## src/rtl/fgpr_pkg.sv

```systemverilog
// Shared types, constants and the built-in 5x7 font of the glyph page renderer.
// No dependencies; every other file of the block imports this package.
package fgpr_pkg;

	localparam int GLYPH_COLS = 5;
	localparam int GLYPH_ROWS = 7;
	localparam int CMD_QUEUE_DEPTH = 2;

	// operation codes of an input item
	localparam logic [1:0] OP_CLEAR = 2'd0;
	localparam logic [1:0] OP_DRAW  = 2'd1;
	localparam logic [1:0] OP_READ  = 2'd2;
	localparam logic [1:0] OP_NONE  = 2'd3;

	// command kinds handed from front to back
	localparam logic [1:0] K_CLEAR  = 2'd0;
	localparam logic [1:0] K_DRAW   = 2'd1;
	localparam logic [1:0] K_READ   = 2'd2;
	localparam logic [1:0] K_RESULT = 2'd3;

	// character codes with a glyph of their own
	localparam logic [7:0] CH_ZERO  = 8'h30;
	localparam logic [7:0] CH_NINE  = 8'h39;
	localparam logic [7:0] CH_UPR_A = 8'h41;
	localparam logic [7:0] CH_UPR_Z = 8'h5A;
	localparam logic [7:0] CH_COLON = 8'h3A;
	localparam logic [7:0] CH_DOT   = 8'h2E;
	localparam logic [7:0] CH_DASH  = 8'h2D;

	typedef logic [GLYPH_COLS-1:0][GLYPH_ROWS-1:0] glyph_t;

	typedef struct packed {
		logic [1:0] operation;
		logic [7:0] char_code;
		logic [6:0] column_x;
		logic [5:0] row_y;
		logic [2:0] read_page;
	} in_item_t;

	typedef struct packed {
		logic [7:0] read_byte;
		logic       char_dropped;
	} out_item_t;

	typedef struct packed {
		logic [1:0] kind;
		glyph_t     glyph;
		logic [6:0] col;
		logic [5:0] row;
		logic [2:0] page;
		out_item_t  res;
	} cmd_t;

	localparam logic [7:0] FONT_DIGITS [10][GLYPH_COLS] = '{
		'{8'h3E, 8'h51, 8'h49, 8'h45, 8'h3E}, '{8'h00, 8'h42, 8'h7F, 8'h40, 8'h00},
		'{8'h42, 8'h61, 8'h51, 8'h49, 8'h46}, '{8'h21, 8'h41, 8'h45, 8'h4B, 8'h31},
		'{8'h18, 8'h14, 8'h12, 8'h7F, 8'h10}, '{8'h27, 8'h45, 8'h45, 8'h45, 8'h39},
		'{8'h3C, 8'h4A, 8'h49, 8'h49, 8'h30}, '{8'h01, 8'h71, 8'h09, 8'h05, 8'h03},
		'{8'h36, 8'h49, 8'h49, 8'h49, 8'h36}, '{8'h06, 8'h49, 8'h49, 8'h29, 8'h1E}
	};

	localparam logic [7:0] FONT_UPPER [26][GLYPH_COLS] = '{
		'{8'h7E, 8'h11, 8'h11, 8'h11, 8'h7E}, '{8'h7F, 8'h49, 8'h49, 8'h49, 8'h36},
		'{8'h3E, 8'h41, 8'h41, 8'h41, 8'h22}, '{8'h7F, 8'h41, 8'h41, 8'h22, 8'h1C},
		'{8'h7F, 8'h49, 8'h49, 8'h49, 8'h41}, '{8'h7F, 8'h09, 8'h09, 8'h09, 8'h01},
		'{8'h3E, 8'h41, 8'h49, 8'h49, 8'h7A}, '{8'h7F, 8'h08, 8'h08, 8'h08, 8'h7F},
		'{8'h00, 8'h41, 8'h7F, 8'h41, 8'h00}, '{8'h20, 8'h40, 8'h41, 8'h3F, 8'h01},
		'{8'h7F, 8'h08, 8'h14, 8'h22, 8'h41}, '{8'h7F, 8'h40, 8'h40, 8'h40, 8'h40},
		'{8'h7F, 8'h02, 8'h0C, 8'h02, 8'h7F}, '{8'h7F, 8'h04, 8'h08, 8'h10, 8'h7F},
		'{8'h3E, 8'h41, 8'h41, 8'h41, 8'h3E}, '{8'h7F, 8'h09, 8'h09, 8'h09, 8'h06},
		'{8'h3E, 8'h41, 8'h51, 8'h21, 8'h5E}, '{8'h7F, 8'h09, 8'h19, 8'h29, 8'h46},
		'{8'h46, 8'h49, 8'h49, 8'h49, 8'h31}, '{8'h01, 8'h01, 8'h7F, 8'h01, 8'h01},
		'{8'h3F, 8'h40, 8'h40, 8'h40, 8'h3F}, '{8'h1F, 8'h20, 8'h40, 8'h20, 8'h1F},
		'{8'h3F, 8'h40, 8'h38, 8'h40, 8'h3F}, '{8'h63, 8'h14, 8'h08, 8'h14, 8'h63},
		'{8'h07, 8'h08, 8'h70, 8'h08, 8'h07}, '{8'h61, 8'h51, 8'h49, 8'h45, 8'h43}
	};

	localparam logic [7:0] FONT_COLON [GLYPH_COLS] = '{8'h00, 8'h36, 8'h36, 8'h00, 8'h00};
	localparam logic [7:0] FONT_DOT   [GLYPH_COLS] = '{8'h00, 8'h60, 8'h60, 8'h00, 8'h00};
	localparam logic [7:0] FONT_DASH  [GLYPH_COLS] = '{8'h08, 8'h08, 8'h08, 8'h08, 8'h08};

	// Glyph columns of a character; codes without a glyph give a blank one.
	function automatic glyph_t pick_glyph(input logic [7:0] code);
		glyph_t     g;
		logic [7:0] d_idx;
		logic [7:0] u_idx;
		g = '0;
		d_idx = code - CH_ZERO;
		u_idx = code - CH_UPR_A;
		for (int c = 0; c < GLYPH_COLS; c++) begin
			if (code >= CH_ZERO && code <= CH_NINE) begin
				g[c] = FONT_DIGITS[d_idx[3:0]][c][GLYPH_ROWS-1:0];
			end else if (code >= CH_UPR_A && code <= CH_UPR_Z) begin
				g[c] = FONT_UPPER[u_idx[4:0]][c][GLYPH_ROWS-1:0];
			end else if (code == CH_COLON) begin
				g[c] = FONT_COLON[c][GLYPH_ROWS-1:0];
			end else if (code == CH_DOT) begin
				g[c] = FONT_DOT[c][GLYPH_ROWS-1:0];
			end else if (code == CH_DASH) begin
				g[c] = FONT_DASH[c][GLYPH_ROWS-1:0];
			end
		end
		return g;
	endfunction

endpackage

```

## src/rtl/fgpr_front.sv

```systemverilog
// Front end of the glyph page renderer: accepts items and classifies them into commands.
// Depends on fgpr_pkg.
module fgpr_front import fgpr_pkg::*; #(
	parameter int PANEL_WIDTH  = 128,
	parameter int PANEL_HEIGHT = 64
) (
	input  logic     clk,
	input  logic     arst_n,
	input  logic     req_valid,
	output logic     req_stall,
	input  in_item_t req,
	input  logic     init_busy,
	output logic     push,
	output cmd_t     push_cmd,
	input  logic     full
);

	localparam int PAGE_COUNT = (PANEL_HEIGHT + 7) / 8;
	localparam logic [8:0] WIDTH_V = 9'(PANEL_WIDTH);
	localparam logic [4:0] PAGES_V = 5'(PAGE_COUNT);

	logic       vld_s1;
	cmd_t       cmd_s1;
	cmd_t       cmd_nx;
	logic       take;
	logic [8:0] right_edge;
	glyph_t     glyph;

	assign req_stall = init_busy | (vld_s1 & full);
	assign take      = req_valid & ~req_stall;
	assign push      = vld_s1 & ~full;
	assign push_cmd  = cmd_s1;

	always_comb begin
		right_edge = {2'b00, req.column_x} + 9'(GLYPH_COLS);
		glyph = pick_glyph(req.char_code);
		cmd_nx = '0;
		cmd_nx.col = req.column_x;
		cmd_nx.row = req.row_y;
		cmd_nx.page = req.read_page;
		cmd_nx.glyph = glyph;
		unique case (req.operation)
			OP_CLEAR: begin
				cmd_nx.kind = K_CLEAR;
			end
			OP_DRAW: begin
				// drop a glyph that reaches the right edge; a blank glyph changes nothing
				if (right_edge >= WIDTH_V) begin
					cmd_nx.kind = K_RESULT;
					cmd_nx.res.char_dropped = 1'b1;
				end else if (glyph == '0) begin
					cmd_nx.kind = K_RESULT;
				end else begin
					cmd_nx.kind = K_DRAW;
				end
			end
			OP_READ: begin
				if ({2'b00, req.column_x} < WIDTH_V && {2'b00, req.read_page} < PAGES_V) begin
					cmd_nx.kind = K_READ;
				end else begin
					cmd_nx.kind = K_RESULT;
				end
			end
			OP_NONE: begin
				cmd_nx.kind = K_RESULT;
			end
			default: begin
				cmd_nx.kind = K_RESULT;
			end
		endcase
	end

	always_ff @(posedge clk or negedge arst_n) begin
		if (!arst_n) begin
			vld_s1 <= 1'b0;
		end else begin
			vld_s1 <= take | (vld_s1 & full);
		end
	end

	always_ff @(posedge clk) begin
		if (take) begin
			cmd_s1 <= cmd_nx;
		end
	end

endmodule

```

## config.mk

```make
export PLATFORM = sky130hd
export DESIGN_NAME = fgpr_front
export DESIGN_NICKNAME = d
export VERILOG_FILES = /design/src/rtl/fgpr_pkg.sv /design/src/rtl/fgpr_front.sv
export SDC_FILE = /design/constraint.sdc
export NUM_CORES = 1
export LEC_CHECK = 0
export ABC_AREA = 1
export BUFFER_PORTS_ARGS = -buffer_cell sky130_fd_sc_hd__buf_2
export CAP_MARGIN = 40
export CELL_PAD_IN_SITES_DETAIL_PLACEMENT = 2
export CELL_PAD_IN_SITES_GLOBAL_PLACEMENT = 2
export CORE_UTILIZATION = 33
export CTS_CLUSTER_SIZE = 8
export DETAILED_ROUTE_END_ITERATION = 10
export GPL_TIMING_DRIVEN = 1
export PLACE_DENSITY = 0.85
export SETUP_SLACK_MARGIN = 0.05
export SYNTH_ARGS = -nofsm -noshare
export SYNTH_HDL_FRONTEND = slang
export SYNTH_SLANG_ARGS = --single-unit
```

## constraint.sdc

```tcl
create_clock -name clk -period 5.93 [get_ports clk]
set_input_delay 0.8895 -clock clk [delete_from_list [all_inputs] [get_ports clk]]
set_output_delay 0.8895 -clock clk [all_outputs]
set_load 0.05 [all_outputs]
```

==> flow_summary.yaml <==
status:
  run_status: "complete, no violations"
synthesis:
  post_synth_inst_count: 578
  postSynth.topFlopCell: "edfxtp_1"
  postSynthRegisterBits: 55
  synth_enable_flop_cells: 54
  ys_types: 36
  synth_seq_area_share_pct: 39.65
  post_synth_instance_area_um2: 4153
  ys_warn_count: 0
  synth_area_per_cell_um2: 7.185
  async_reset_ff_share_pct: 1.818
worst_setup_path:
  cp_cell_sequence: "buf_2 > clkinv_1 > ha_1 > ha_1 > inv_1 > nand2_1 > inv_1 > nor2_1 > nand2_1 > nand3_1 > nand2_1 > a21oi_2 > nand2_1 > nor2_1 > nand2_1 > nor2_1 > nand2_1 > nand2_1"
  longest_individual_stage_delay_on_the_worst_path_ps: 960
  crit-reg2reg-capture: "push_cmd[15]"
  worstSetupEndpointType: "flip-flop"
  critical_path.slowest_cell: "ha_1"
  logic_depth_of_the_worst_setup_path_including_buffers: 18
  crit_path_start: "req[16]"
  worst-path-max-fanout: 28
  cp.arrival_ps: 4950
  reg2reg_slack_ps: 4190
  timing.critical_path.mode_cell: "nand2_1"
  worst_r2r_startpoint: "vld_s1"
  endpoint: "push_cmd[61]"
  worst-r2r-cell-count: 4
  cp_num_buf_inv: 4
  critical_path.startpoint_type: "input port"
  cp_data_required_time_ps: 6090
  setup.worst_path.class: "input port to flip-flop"
  path_delay_family: "adder cells"
sta:
  finalWorstPathRequiredPeriod_ps: 4792
  max_freq_mhz: 208.7
  setup_violations: 0
  report.final.hold_viol_count: 0
  clock_skew_ps: 5.879
  setup-tns-final_ps: 0
  total_count_of_max_transition_violations_in_the_final_report: 0
  final_min_period_over_clock_period_pct: 80.81
  actual_transition_at_the_worst_max_transition_pin_ps: 860.7
  maxSlewHeadroom_pct: 42.62
  grt_setup_unrepaired: "no"
global_route:
  grt_first_pass_wirelength_um: 27800
  antenna_found_initial: 0
  grt_max_degree: 50
  grt_overflow: 0
  grt_use_total_pct: 28.76
  grt_pass1_vias: 4729
detailed_routing:
  wl_per_cell_um: 22.11
  routed_wirelength_um: 18110
  detail_route.first_pass.iterations: 4
  drt_drc_violations_left: 0
  drtIter0Drc: 362
  dr_total_vias: 4369
  route.antenna.remaining_nets: 0
  vias_per_cell: 5.335
place:
  io_buffers: 86
  gpl.final_weighted_congestion: 0.9287
  dpl.hpwl_um: 14110
  dpl_cell_area_um2: 4624
cells_and_area:
  finalNetCount: 696
  fraction_of_final_layout_cells_sized_beyond_drive_strength_1_pct: 19.66
  area_growth_pct: 14.91
  layout.cell_area.non_filler_um2: 4772
  antenna_cells_inserted: 0
  nFillCells: 1487
die:
  rows: 40
  dieHeight_um: 114.2
  starting_density_of_the_core_pct: 34.15
  core_um2: 12160
  die_width_um: 114.2
  floorplan.io_pins: 95
  fp.dieArea_um2: 13040
cts:
  tritoncts: "yes"
  clk_transition_reported_paths_ps: 80
  post_cts_hold_buffer_count: 0
  root_buf_cell: "clkbuf_16"
  postCtsSetupRepairBufs: 0
  worst_skew_pair.late_latency_ps: 300
  clkSinkCount: 55
  post_cts_resized: 0
  cts_htree_levels: 2
  tritoncts.num_buffers: 5
  clock_path_buffers: 2
power_and_ir_drop:
  netSwitchingPower_uw: 418.9
  fraction_of_power_spent_switching_nets_pct: 37.97
  irDropWorstVdd_mv: 0.1324
  power.share.combinational_pct: 31.1
  power.clock.fraction_pct: 27.7
  sequentialPowerShare_pct: 41.1
  intPower_uw: 684.3
  total_leakage_power_nw: 2.604
  power-per-cell-area_nw_per_um2: 231.2
min_path:
  worstHoldPathType: "input port to asynchronous set/reset pin"
run:
  max_cap_violations: 0
[synth_stat cells, drive strengths merged (2+ instances only)]
cell type / n / area [µm²]
a21oi: 19 / 113.9
a22oi: 2 / 15.01
a31o: 2 / 17.52
buf: 26 / 198.9
clkbuf: 3 / 11.26
edfxtp: 54 / 1622
ha: 15 / 187.7
inv: 69 / 264.0
nand2: 206 / 835.8
nand3: 57 / 307.8
nand4: 2 / 12.51
nor2: 80 / 307.8
nor3: 5 / 25.02
o211ai: 3 / 22.52
o21ai: 25 / 128.9
o22ai: 2 / 12.51
[worst reg2reg max path, stage by stage (launching register included)]
cell and delay, ps:
dfrtp_1 390, nand2_1 90, nand2_1 110, nor2_4 190, buf_4 570
[layout by cell type (no fill, tap or decap), drive strengths merged, types with 3 or more instances in the layout]
| master | netlist | final |
|---|---|---|
| inv | 69 | 70 |
| edfxtp | 54 | 54 |
| o211ai | 3 | 3 |
| nand2 | 206 | 206 |
| conb | 1 | 8 |
| buf | 26 | 87 |
| ha | 15 | 15 |
| clkinv | 1 | 3 |
| nand3 | 57 | 57 |
| a21oi | 19 | 19 |
| nor3 | 5 | 5 |
| nor2 | 80 | 80 |
| clkbuf | 3 | 5 |
| o21ai | 25 | 25 |
[sequential cells by signal (all words and copies together) (netlist names)]
register	flops
vld_s1	1
push_cmd	54
[layout make-up]
| cell class | instances | area [µm²] | area share [%] |
|---|---|---|---|
| clock buffer | 5 | 125.1 | 2.622 |
| clock inverter | 3 | 22.52 | 0.4719 |
| inverter | 70 | 267.8 | 5.611 |
| multi-input combinational | 431 | 2062 | 43.21 |
| sequential | 55 | 1647 | 34.50 |
| tap | 168 | 210.2 | 4.405 |
| timing repair buffer | 87 | 437.9 | 9.177 |
[stage by stage]
stage	power [mW]	util [%]	instances	hold WS (ps)	setup WS (ps)
6_report	1.103	39.24	819	350.7	1138
5_1_grt	1.143	39.24	819	350.6	767.6
4_1_cts	1.103	39.24	819	349.8	1188
3_5_place_dp	0.7992	38.02	811	533.6	1034
3_3_place_gp	0.7820	38.02	811	485.0	1388
2_1_floorplan	0.7036	-	585	470.7	1821
[metal layers]
layer  global-route usage, %  part of all wire (%)  wire length, µm
met5                       0                     0                0
met4                   14.98                   4.7              846
met1                   34.58                    42             7573
met2                   49.17                    47             8544
met3                   5.029                   6.3             1145
[power groups by stage]
stage	Clock (mW)	Combinational [mW]	Sequential, mW
finish	0.306	0.344	0.454
global route	0.318	0.370	0.455
CTS	0.308	0.341	0.454
detailed placement	0	0.336	0.463
global placement	0	0.321	0.461
floorplan	0	0.186	0.518
[how the worst min path moves through the flow]
stage	end	slack [ps]	depth (start not counted)
floorplan	vld_s1	470	2
global placement	vld_s1	490	2
detailed placement	vld_s1	530	2
CTS	vld_s1	350	1
global route	vld_s1	350	1
finish	vld_s1	350	1
[logic make-up after synthesis]
group / synth area share, %
and+or+nand+nor: 36.25
buffers and inverters: 11.51
AOI/OAI and AO/OA: 7.984
DFF: 39.65
adders and majority gates: 4.519
other: 0.09030
Power figures use the tool's default switching activity.
