**src/rtl/fgpr_pkg.sv**
```systemverilog
// Shared types, constants and the built-in 5x7 font of the glyph page renderer.
// No dependencies; every other file of the block imports this package.
package fgpr_pkg;

	localparam int GLYPH_COLS = 5;
	localparam int GLYPH_ROWS = 7;
	localparam int CMD_QUEUE_DEPTH = 2;

	// operation codes of an input item
	localparam logic [1:0] OP_CLEAR = 2'd0;
	localparam logic [1:0] OP_DRAW  = 2'd1;
	localparam logic [1:0] OP_READ  = 2'd2;
	localparam logic [1:0] OP_NONE  = 2'd3;

	// command kinds handed from front to back
	localparam logic [1:0] K_CLEAR  = 2'd0;
	localparam logic [1:0] K_DRAW   = 2'd1;
	localparam logic [1:0] K_READ   = 2'd2;
	localparam logic [1:0] K_RESULT = 2'd3;

	// character codes with a glyph of their own
	localparam logic [7:0] CH_ZERO  = 8'h30;
	localparam logic [7:0] CH_NINE  = 8'h39;
	localparam logic [7:0] CH_UPR_A = 8'h41;
	localparam logic [7:0] CH_UPR_Z = 8'h5A;
	localparam logic [7:0] CH_COLON = 8'h3A;
	localparam logic [7:0] CH_DOT   = 8'h2E;
	localparam logic [7:0] CH_DASH  = 8'h2D;

	typedef logic [GLYPH_COLS-1:0][GLYPH_ROWS-1:0] glyph_t;

	typedef struct packed {
		logic [1:0] operation;
		logic [7:0] char_code;
		logic [6:0] column_x;
		logic [5:0] row_y;
		logic [2:0] read_page;
	} in_item_t;

	typedef struct packed {
		logic [7:0] read_byte;
		logic       char_dropped;
	} out_item_t;

	typedef struct packed {
		logic [1:0] kind;
		glyph_t     glyph;
		logic [6:0] col;
		logic [5:0] row;
		logic [2:0] page;
		out_item_t  res;
	} cmd_t;

	localparam logic [7:0] FONT_DIGITS [10][GLYPH_COLS] = '{
		'{8'h3E, 8'h51, 8'h49, 8'h45, 8'h3E}, '{8'h00, 8'h42, 8'h7F, 8'h40, 8'h00},
		'{8'h42, 8'h61, 8'h51, 8'h49, 8'h46}, '{8'h21, 8'h41, 8'h45, 8'h4B, 8'h31},
		'{8'h18, 8'h14, 8'h12, 8'h7F, 8'h10}, '{8'h27, 8'h45, 8'h45, 8'h45, 8'h39},
		'{8'h3C, 8'h4A, 8'h49, 8'h49, 8'h30}, '{8'h01, 8'h71, 8'h09, 8'h05, 8'h03},
		'{8'h36, 8'h49, 8'h49, 8'h49, 8'h36}, '{8'h06, 8'h49, 8'h49, 8'h29, 8'h1E}
	};

	localparam logic [7:0] FONT_UPPER [26][GLYPH_COLS] = '{
		'{8'h7E, 8'h11, 8'h11, 8'h11, 8'h7E}, '{8'h7F, 8'h49, 8'h49, 8'h49, 8'h36},
		'{8'h3E, 8'h41, 8'h41, 8'h41, 8'h22}, '{8'h7F, 8'h41, 8'h41, 8'h22, 8'h1C},
		'{8'h7F, 8'h49, 8'h49, 8'h49, 8'h41}, '{8'h7F, 8'h09, 8'h09, 8'h09, 8'h01},
		'{8'h3E, 8'h41, 8'h49, 8'h49, 8'h7A}, '{8'h7F, 8'h08, 8'h08, 8'h08, 8'h7F},
		'{8'h00, 8'h41, 8'h7F, 8'h41, 8'h00}, '{8'h20, 8'h40, 8'h41, 8'h3F, 8'h01},
		'{8'h7F, 8'h08, 8'h14, 8'h22, 8'h41}, '{8'h7F, 8'h40, 8'h40, 8'h40, 8'h40},
		'{8'h7F, 8'h02, 8'h0C, 8'h02, 8'h7F}, '{8'h7F, 8'h04, 8'h08, 8'h10, 8'h7F},
		'{8'h3E, 8'h41, 8'h41, 8'h41, 8'h3E}, '{8'h7F, 8'h09, 8'h09, 8'h09, 8'h06},
		'{8'h3E, 8'h41, 8'h51, 8'h21, 8'h5E}, '{8'h7F, 8'h09, 8'h19, 8'h29, 8'h46},
		'{8'h46, 8'h49, 8'h49, 8'h49, 8'h31}, '{8'h01, 8'h01, 8'h7F, 8'h01, 8'h01},
		'{8'h3F, 8'h40, 8'h40, 8'h40, 8'h3F}, '{8'h1F, 8'h20, 8'h40, 8'h20, 8'h1F},
		'{8'h3F, 8'h40, 8'h38, 8'h40, 8'h3F}, '{8'h63, 8'h14, 8'h08, 8'h14, 8'h63},
		'{8'h07, 8'h08, 8'h70, 8'h08, 8'h07}, '{8'h61, 8'h51, 8'h49, 8'h45, 8'h43}
	};

	localparam logic [7:0] FONT_COLON [GLYPH_COLS] = '{8'h00, 8'h36, 8'h36, 8'h00, 8'h00};
	localparam logic [7:0] FONT_DOT   [GLYPH_COLS] = '{8'h00, 8'h60, 8'h60, 8'h00, 8'h00};
	localparam logic [7:0] FONT_DASH  [GLYPH_COLS] = '{8'h08, 8'h08, 8'h08, 8'h08, 8'h08};

	// Glyph columns of a character; codes without a glyph give a blank one.
	function automatic glyph_t pick_glyph(input logic [7:0] code);
		glyph_t     g;
		logic [7:0] d_idx;
		logic [7:0] u_idx;
		g = '0;
		d_idx = code - CH_ZERO;
		u_idx = code - CH_UPR_A;
		for (int c = 0; c < GLYPH_COLS; c++) begin
			if (code >= CH_ZERO && code <= CH_NINE) begin
				g[c] = FONT_DIGITS[d_idx[3:0]][c][GLYPH_ROWS-1:0];
			end else if (code >= CH_UPR_A && code <= CH_UPR_Z) begin
				g[c] = FONT_UPPER[u_idx[4:0]][c][GLYPH_ROWS-1:0];
			end else if (code == CH_COLON) begin
				g[c] = FONT_COLON[c][GLYPH_ROWS-1:0];
			end else if (code == CH_DOT) begin
				g[c] = FONT_DOT[c][GLYPH_ROWS-1:0];
			end else if (code == CH_DASH) begin
				g[c] = FONT_DASH[c][GLYPH_ROWS-1:0];
			end
		end
		return g;
	endfunction

endpackage

```
**src/rtl/fgpr_cmd_fifo.sv**
```systemverilog
// Short command queue between the front and back of the glyph page renderer.
// Depends on fgpr_pkg.
module fgpr_cmd_fifo import fgpr_pkg::*; (
	input  logic clk,
	input  logic arst_n,
	input  logic push,
	input  cmd_t push_cmd,
	output logic full,
	input  logic pop,
	output logic empty,
	output cmd_t head
);

	localparam int PW = $clog2(CMD_QUEUE_DEPTH);

	cmd_t        slot_q [CMD_QUEUE_DEPTH];
	logic [PW-1:0] wr_ptr_q;
	logic [PW-1:0] rd_ptr_q;
	logic [PW:0]   count_q;

	assign full  = (count_q == (PW+1)'(CMD_QUEUE_DEPTH));
	assign empty = (count_q == '0);
	assign head  = slot_q[rd_ptr_q];

	always_ff @(posedge clk or negedge arst_n) begin
		if (!arst_n) begin
			wr_ptr_q <= '0;
			rd_ptr_q <= '0;
			count_q  <= '0;
		end else begin
			if (push) begin
				wr_ptr_q <= (wr_ptr_q == PW'(CMD_QUEUE_DEPTH - 1)) ? '0 : wr_ptr_q + 1'b1;
			end
			if (pop) begin
				rd_ptr_q <= (rd_ptr_q == PW'(CMD_QUEUE_DEPTH - 1)) ? '0 : rd_ptr_q + 1'b1;
			end
			if (push && !pop) begin
				count_q <= count_q + 1'b1;
			end else if (pop && !push) begin
				count_q <= count_q - 1'b1;
			end
		end
	end

	always_ff @(posedge clk) begin
		if (push) begin
			slot_q[wr_ptr_q] <= push_cmd;
		end
	end

endmodule

```
**config.mk**
```make
export PLATFORM = sky130hd
export DESIGN_NAME = fgpr_cmd_fifo
export DESIGN_NICKNAME = d
export VERILOG_FILES = /design/src/rtl/fgpr_pkg.sv /design/src/rtl/fgpr_cmd_fifo.sv
export SDC_FILE = /design/constraint.sdc
export NUM_CORES = 1
export LEC_CHECK = 0
export BUFFER_PORTS_ARGS = -buffer_cell sky130_fd_sc_hd__buf_2
export CORE_ASPECT_RATIO = 1.25
export CORE_MARGIN = 1
export CORE_UTILIZATION = 45
export CTS_BUF_LIST = sky130_fd_sc_hd__clkbuf_4 sky130_fd_sc_hd__clkbuf_8 sky130_fd_sc_hd__clkbuf_16
export DETAILED_ROUTE_END_ITERATION = 16
export GPL_ROUTABILITY_DRIVEN = 0
export PLACE_DENSITY_LB_ADDON = 0.12
export SYNTH_ARGS = -nofsm -noshare
export SYNTH_HDL_FRONTEND = slang
export SYNTH_SLANG_ARGS = --single-unit
```
**constraint.sdc**
```tcl
create_clock -name clk -period 6 [get_ports clk]
set_input_delay 0.9 -clock clk [delete_from_list [all_inputs] [get_ports clk]]
set_output_delay 0.9 -clock clk [all_outputs]
set_load 0.05 [all_outputs]
```
==> impl_metrics.toml, run 1 <==
[power_and_ir_drop]
p_sw_uw = 1390
powerDensity_nw_per_um2 = 584
power_frac_clock_pct = 26.3
netSwitchingFraction_pct = 38.2
p_leak_uw = 0.00254
power_frac_seq_pct = 35.9
ir_worst_vdd_v = 0.000301
intPower_uw = 2250
pwr-share-comb_pct = 37.8

[synthesis]
seq_area_frac_synth_pct = 77.1
synth_cells = 209
yosysUniqueCellTypes = 13
syn-cell-area_sq_um = 4960
ys_ff_latch = 128
syn_avg_cell_area_sq_um = 23.7
yosys_warnings = 0
synth_nets = 276

[detailed_routing]
drt_first_pass_iters = 4
routed-wl-met3_um = 632
drc = 0
drt-initial-drc-count = 111
wl_met1_mm = 3.16
top_layer = "met4"
drt_wl_total_mm = 8.13
via_count = 2364
ant_nets = 0
vias_per_cell = 4.76
routedWlPerCell_um = 16.4
wl_met2_mm = 4.26

[sta]
setup_viol = 0
hold_violations = 0
fin_setup_tns_ns = 0
finalHoldWorstSlack_ns = 0.291
skew_ns = 0.00642
rsz0062_at_grt = "no"
fmax_mhz = 298
max_slew_margin_pct = 52.7
tightestPinTransition_ns = 0.709
post-route-period-util_pct = 56.0
final.min_clock_period_ns = 3.36
slew_viol_final = 0

[critical_path]
rrSetupSlack_ns = 4.06
timing.rr.start = "wr_ptr_q"
path_class = "reg2out"
critPathMaxFanout = 38
end_kind = "primary output"
required_ns = 5.10
r2r-end = "slot_q[0][48]"
reg2reg_depth = 2
arrival_ns = 2.46
start_kind = "flop"

[floorplan]
coreArea_sq_um = 10700
start_util_pct = 46.5
row_count = 42
dieArea_sq_um = 11500
ios = 130
die_x_um = 95.9
die_y_um = 119

[global_route]
grt_max_degree = 43
antenna_found_initial = 0
overflow = 0
grt_pass1_vias = 2522
grt_pass1_wl_mm = 12.3
track_usage_pct = 15.4

[finish]
fin_util_pct = 58.4
post-route-cell-area_sq_um = 6230
final_layout_size_suffix_gt1_share_pct = 61.4
diodes = 0
syn_to_final_growth_pct = 25.6
nNetsFinal = 420

[place]
port_buffers = 129
place_area_sq_um = 5680
dp.final_hpwl_mm = 5.18

[cts]
cts.repair.resized = 0
cts_tree = "built"
cts_sinks = 128
htreeDepth = 4
clkSlewWorstSetupHoldPaths_ns = 0.05
holdBufCountCts = 0
postCtsSetupRepairBufs = 0
clock_latency_ns = 0.40
cts_buffers = 17
clock_path_buffers = 2
cts_root_buffer = "clkbuf_16"

[status]
run_status = "finished, final reports clean"

[run]
maxCapViolations = 0

[worst_hold_path]
hp-class = "in2async"
flip-flops by register name, indices dropped and copies added, names as in the netlist:
| register | count |
|---|---|
| slot_q | 124 |
| rd_ptr_q | 1 |
| count_q | 2 |
| wr_ptr_q | 1 |
final cells by class:
type                            instances  area [sq um]
Timing Repair Buffer                  132           668
Clock buffer                           18           433
Multi-Input combinational cell         73          1010
Inverter                                1          3.75
Clock inverter                         13           123
Fill cell                             835          4440
Tap cell                              132           165
Sequential cell                       128          3830
cell usage after synthesis (all sizes together):
master	instances	share of area, %
and2	1	0.13
buf	7	2.6
dfrtp	4	2.0
edfxtp	124	75
ha	1	0.25
inv	1	0.076
mux2	62	19
nor2	2	0.15
nor2b	2	0.25
xnor2	1	0.18
xor2	4	0.71
how the worst max path moves through the flow:
stage / end / slack, ns / start
floorplan: slot_q[0][0] / 1.88 / push
global placement: head[42] / 3.02 / rd_ptr_q
detailed placement: head[46] / 3.01 / rd_ptr_q
CTS: head[46] / 2.56 / rd_ptr_q
global route: head[46] / 2.52 / rd_ptr_q
finish: head[41] / 2.64 / rd_ptr_q
metrics by stage:
step,instances,setup WS [ns],power (uW)
finish,497,2.64,3640
CTS,497,2.56,3690
global route,497,2.52,3790
detailed placement,466,3.01,2730
floorplan,209,1.88,2540
global placement,466,3.02,2720
placed cells by master, fill, tap and decap left out, types with 2 or more instances in the layout:
| cell | count |
|---|---|
| xor2_1 | 4 |
| clkbuf_16 | 17 |
| mux2_4 | 59 |
| edfxtp_1 | 124 |
| buf_2 | 129 |
| nor2_1 | 2 |
| mux2_2 | 3 |
| bufinv_16 | 2 |
| clkinv_2 | 2 |
| clkinv_1 | 4 |
| clkinvlp_4 | 5 |
| dfrtp_1 | 3 |
| buf_4 | 3 |
logic make-up (layout without fill, tap and decap cells):
logic type,after synthesis,count (layout),synth area share (%)
adders and majority gates,1,1,0.252
DFF,128,128,77.1
buffers and inverters,8,164,2.72
and+or+nand+nor,5,5,0.530
xor gates and xnor gates,5,5,0.883
muxes,62,62,18.5
critical path, cell delays in order, from the launching register on:
cell and delay, ns:
dfrtp_4 0.88, buf_4 0.54, mux2_2 0.38, buf_2 0.21
power by group through the flow:
| stage | sequential, uW | clock [uW] | combinational (uW) |
|---|---|---|---|
| final | 1310 | 955 | 1380 |
| after global routing | 1330 | 1010 | 1440 |
| after CTS | 1310 | 978 | 1400 |
| after detailed placement | 1330 | 0 | 1400 |
| after global placement | 1320 | 0 | 1390 |
| after floorplan | 1250 | 0 | 1290 |
routing by layer:
| metal | vias to the layer above | track usage (%) |
|---|---|---|
| met5 | - | 0 |
| met2 | 87 | 25.6 |
| met4 | 0 | 6.44 |
| met3 | 7 | 8.17 |
| met1 | 1159 | 15.8 |
| li1 | 1111 | - |
Power figures use the tool's default switching activity.
==> run 2, diff against run 1 <==
Settings changed: ABC_AREA set to 1.
Clock period 6 ns to 3.2 ns, I/O delays scaled along.
==> impl_metrics.toml, run 2 <==
[sta]
final.min_clock_period_ns = 2.51
tightestPinTransition_ns = 0.767
fin_setup_tns_ns = 0
layout_setup_ws_ns = 0.694
post-route-period-util_pct = 78.3
skew_ns = 0.00463
hold_violations = 0
rsz0062_at_grt = "no"
setup_viol = 0
slew_viol_final = 0
fmax_mhz = 399
max_slew_margin_pct = 48.8

[detailed_routing]
drc = 0
ant_nets = 0
drt-initial-drc-count = 125
vias_per_cell = 4.67
routedWlPerCell_um = 15.5
via_count = 2381
drt_wl_total_mm = 7.88
drt_first_pass_iters = 4

[floorplan]
dieArea_sq_um = 11500
coreArea_sq_um = 10700
ios = 130
die_x_um = 96.1
start_util_pct = 46.7
row_count = 42
die_y_um = 120

[synthesis]
syn-cell-area_sq_um = 4980
syn_avg_cell_area_sq_um = 22.8
yosys.area_share.simple_pct = 0.829
seq_area_frac_synth_pct = 76.8
synth_common_cells = "edfxtp_1 (124), mux2_4 (59), inv_1 (7)"
synth_top_family_by_area = "multiplexers"
yosys.area_share.xor_xnor_pct = 0.528
synth_nets = 285
synth_compound_area_share_pct = 0
synthFlopType = "edfxtp_1"
yosysTopAreaCell = "edfxtp_1"
synth_edf_count = 124
synth.most_common_cell = "edfxtp_1"
yosys_warnings = 0
synthMuxAreaShare_pct = 18.5
yosysUniqueCellTypes = 14
synth_adder_area_share_pct = 0.251
yosys-top-cells-area = "edfxtp_1 (75%), mux2_4 (18%), buf_12 (2.4%), dfrtp_1 (2.0%), mux2_2 (0.68%)"
ys_ff_latch = 128
synthArstFlopShare_pct = 3.13
netlist.area_leader.share_pct = 74.8
synth_cells = 218

[critical_path]
arrival_ns = 2.03
path_class = "reg2out"
path_cells = "buf_4 > mux2_4 > buf_2"
slowest_delay_ns = 0.70
critPathMaxFanout = 23
required_ns = 2.72
start_kind = "flop"
end_kind = "primary output"
slowest_stage = "dfrtp_4"

[cts]
holdBufCountCts = 1
postCtsSetupRepairBufs = 0
htreeDepth = 4
clock_path_buffers = 2
cts_buffers = 17
cts_tree = "built"
cts.repair.resized = 0
clkSlewWorstSetupHoldPaths_ns = 0.06
clock_latency_ns = 0.40
cts_root_buffer = "clkbuf_16"
cts_sinks = 128

[place]
dpl_worst_slack_ns = 1.10
dp.final_hpwl_mm = 5.09
port_buffers = 129

[finish]
seq_area_sq_um = 3830
top_register = "slot_q"
nNetsFinal = 432
syn_to_final_growth_pct = 28.4
mostFrequentLayoutCells = "buf_2 (129), edfxtp_1 (124), mux2_4 (59)"
multi_input_area_sq_um = 1010
layout_commonest_cell = "buf_2"
largest_reg_flops = 124
reg_top3 = "slot_q (124), count_q (2)"
diodes = 0
nFillCells = 826
final_layout_size_suffix_gt1_share_pct = 61.1

[power_and_ir_drop]
ir_worst_vdd_v = 0.000736
powerDensity_nw_per_um2 = 1110
p_leak_uw = 0.00264

[global_route]
antenna_found_initial = 1
grt_max_degree = 37
grt_pass1_vias = 2335
overflow = 0
grt_pass1_wl_mm = 11.7
track_usage_pct = 14.6

[status]
run_status = "finished, final reports clean"

[worst_hold_path]
hp-class = "in2reg"

[run]
maxCapViolations = 0
-- run 2: cell type report --
type                       count  share of cell area (%)
tap                          132                    2.58
multi-input combinational     76                    15.7
clock inverter                 9                    2.46
inverter                       7                   0.411
sequential                   128                    59.8
timing repair buffer         135                    11.4
clock buffer                  23                    7.55
-- run 2: worst max-delay path: cells and delay by family (launching register included) --
family	cells	cell delay [ns]
flops	1	0.70
buf+inv	2	0.57
mux	1	0.33
-- run 2: cell families after synthesis --
| group | count (synthesis) |
|---|---|
| XOR/XNOR | 3 |
| adder cells (fa/ha/maj) | 1 |
| flip-flops | 128 |
| buffers and inverters | 14 |
| multiplexers | 62 |
| AND/OR/NAND/NOR | 10 |
-- run 2: worst paths after layout --
kind,end,start,slack (ns),cells after the start
min in group asynchronous,count_q[1],arst_n,0.41,2
setup reg to reg,slot_q[0][4],wr_ptr_q,1.51,2
setup / recovery,head[53],rd_ptr_q,0.69,3
hold / removal,slot_q[1][37],push_cmd[37],0.26,1
hold reg to reg,count_q[1],count_q[1],0.51,2
max in group asynchronous,rd_ptr_q,arst_n,2.65,2
-- run 2: per-stage QoR --
| stage | cells | area, sq um | power (uW) | hold WS [ns] | utilization [%] |
|---|---|---|---|---|---|
| floorplan | 218 | 4980 | 4760 | 0.184 | - |
| global placement | 477 | 5750 | 5130 | 0.293 | 53.9 |
| detailed placement | 477 | 5750 | 5150 | 0.295 | 53.9 |
| CTS | 510 | 6400 | 7200 | 0.240 | 60.0 |
| global route | 510 | 6400 | 7390 | 0.240 | 60.0 |
| finish | 510 | 6400 | 7110 | 0.264 | 60.0 |
-- run 2: layer usage --
layer	global-route usage [%]	share of wire, %
met1	16.5	39
met2	23.6	53
met3	6.34	6.4
met5	0	0.13
met4	6.72	1.8
-- run 2: report_power, final --
group          switching (uW)  internal (uW)  leakage [uW]
clock network             649           1380      0.000311
logic                    1790            889       0.00112
registers                 168           2230       0.00121
total                    2610           4500       0.00264
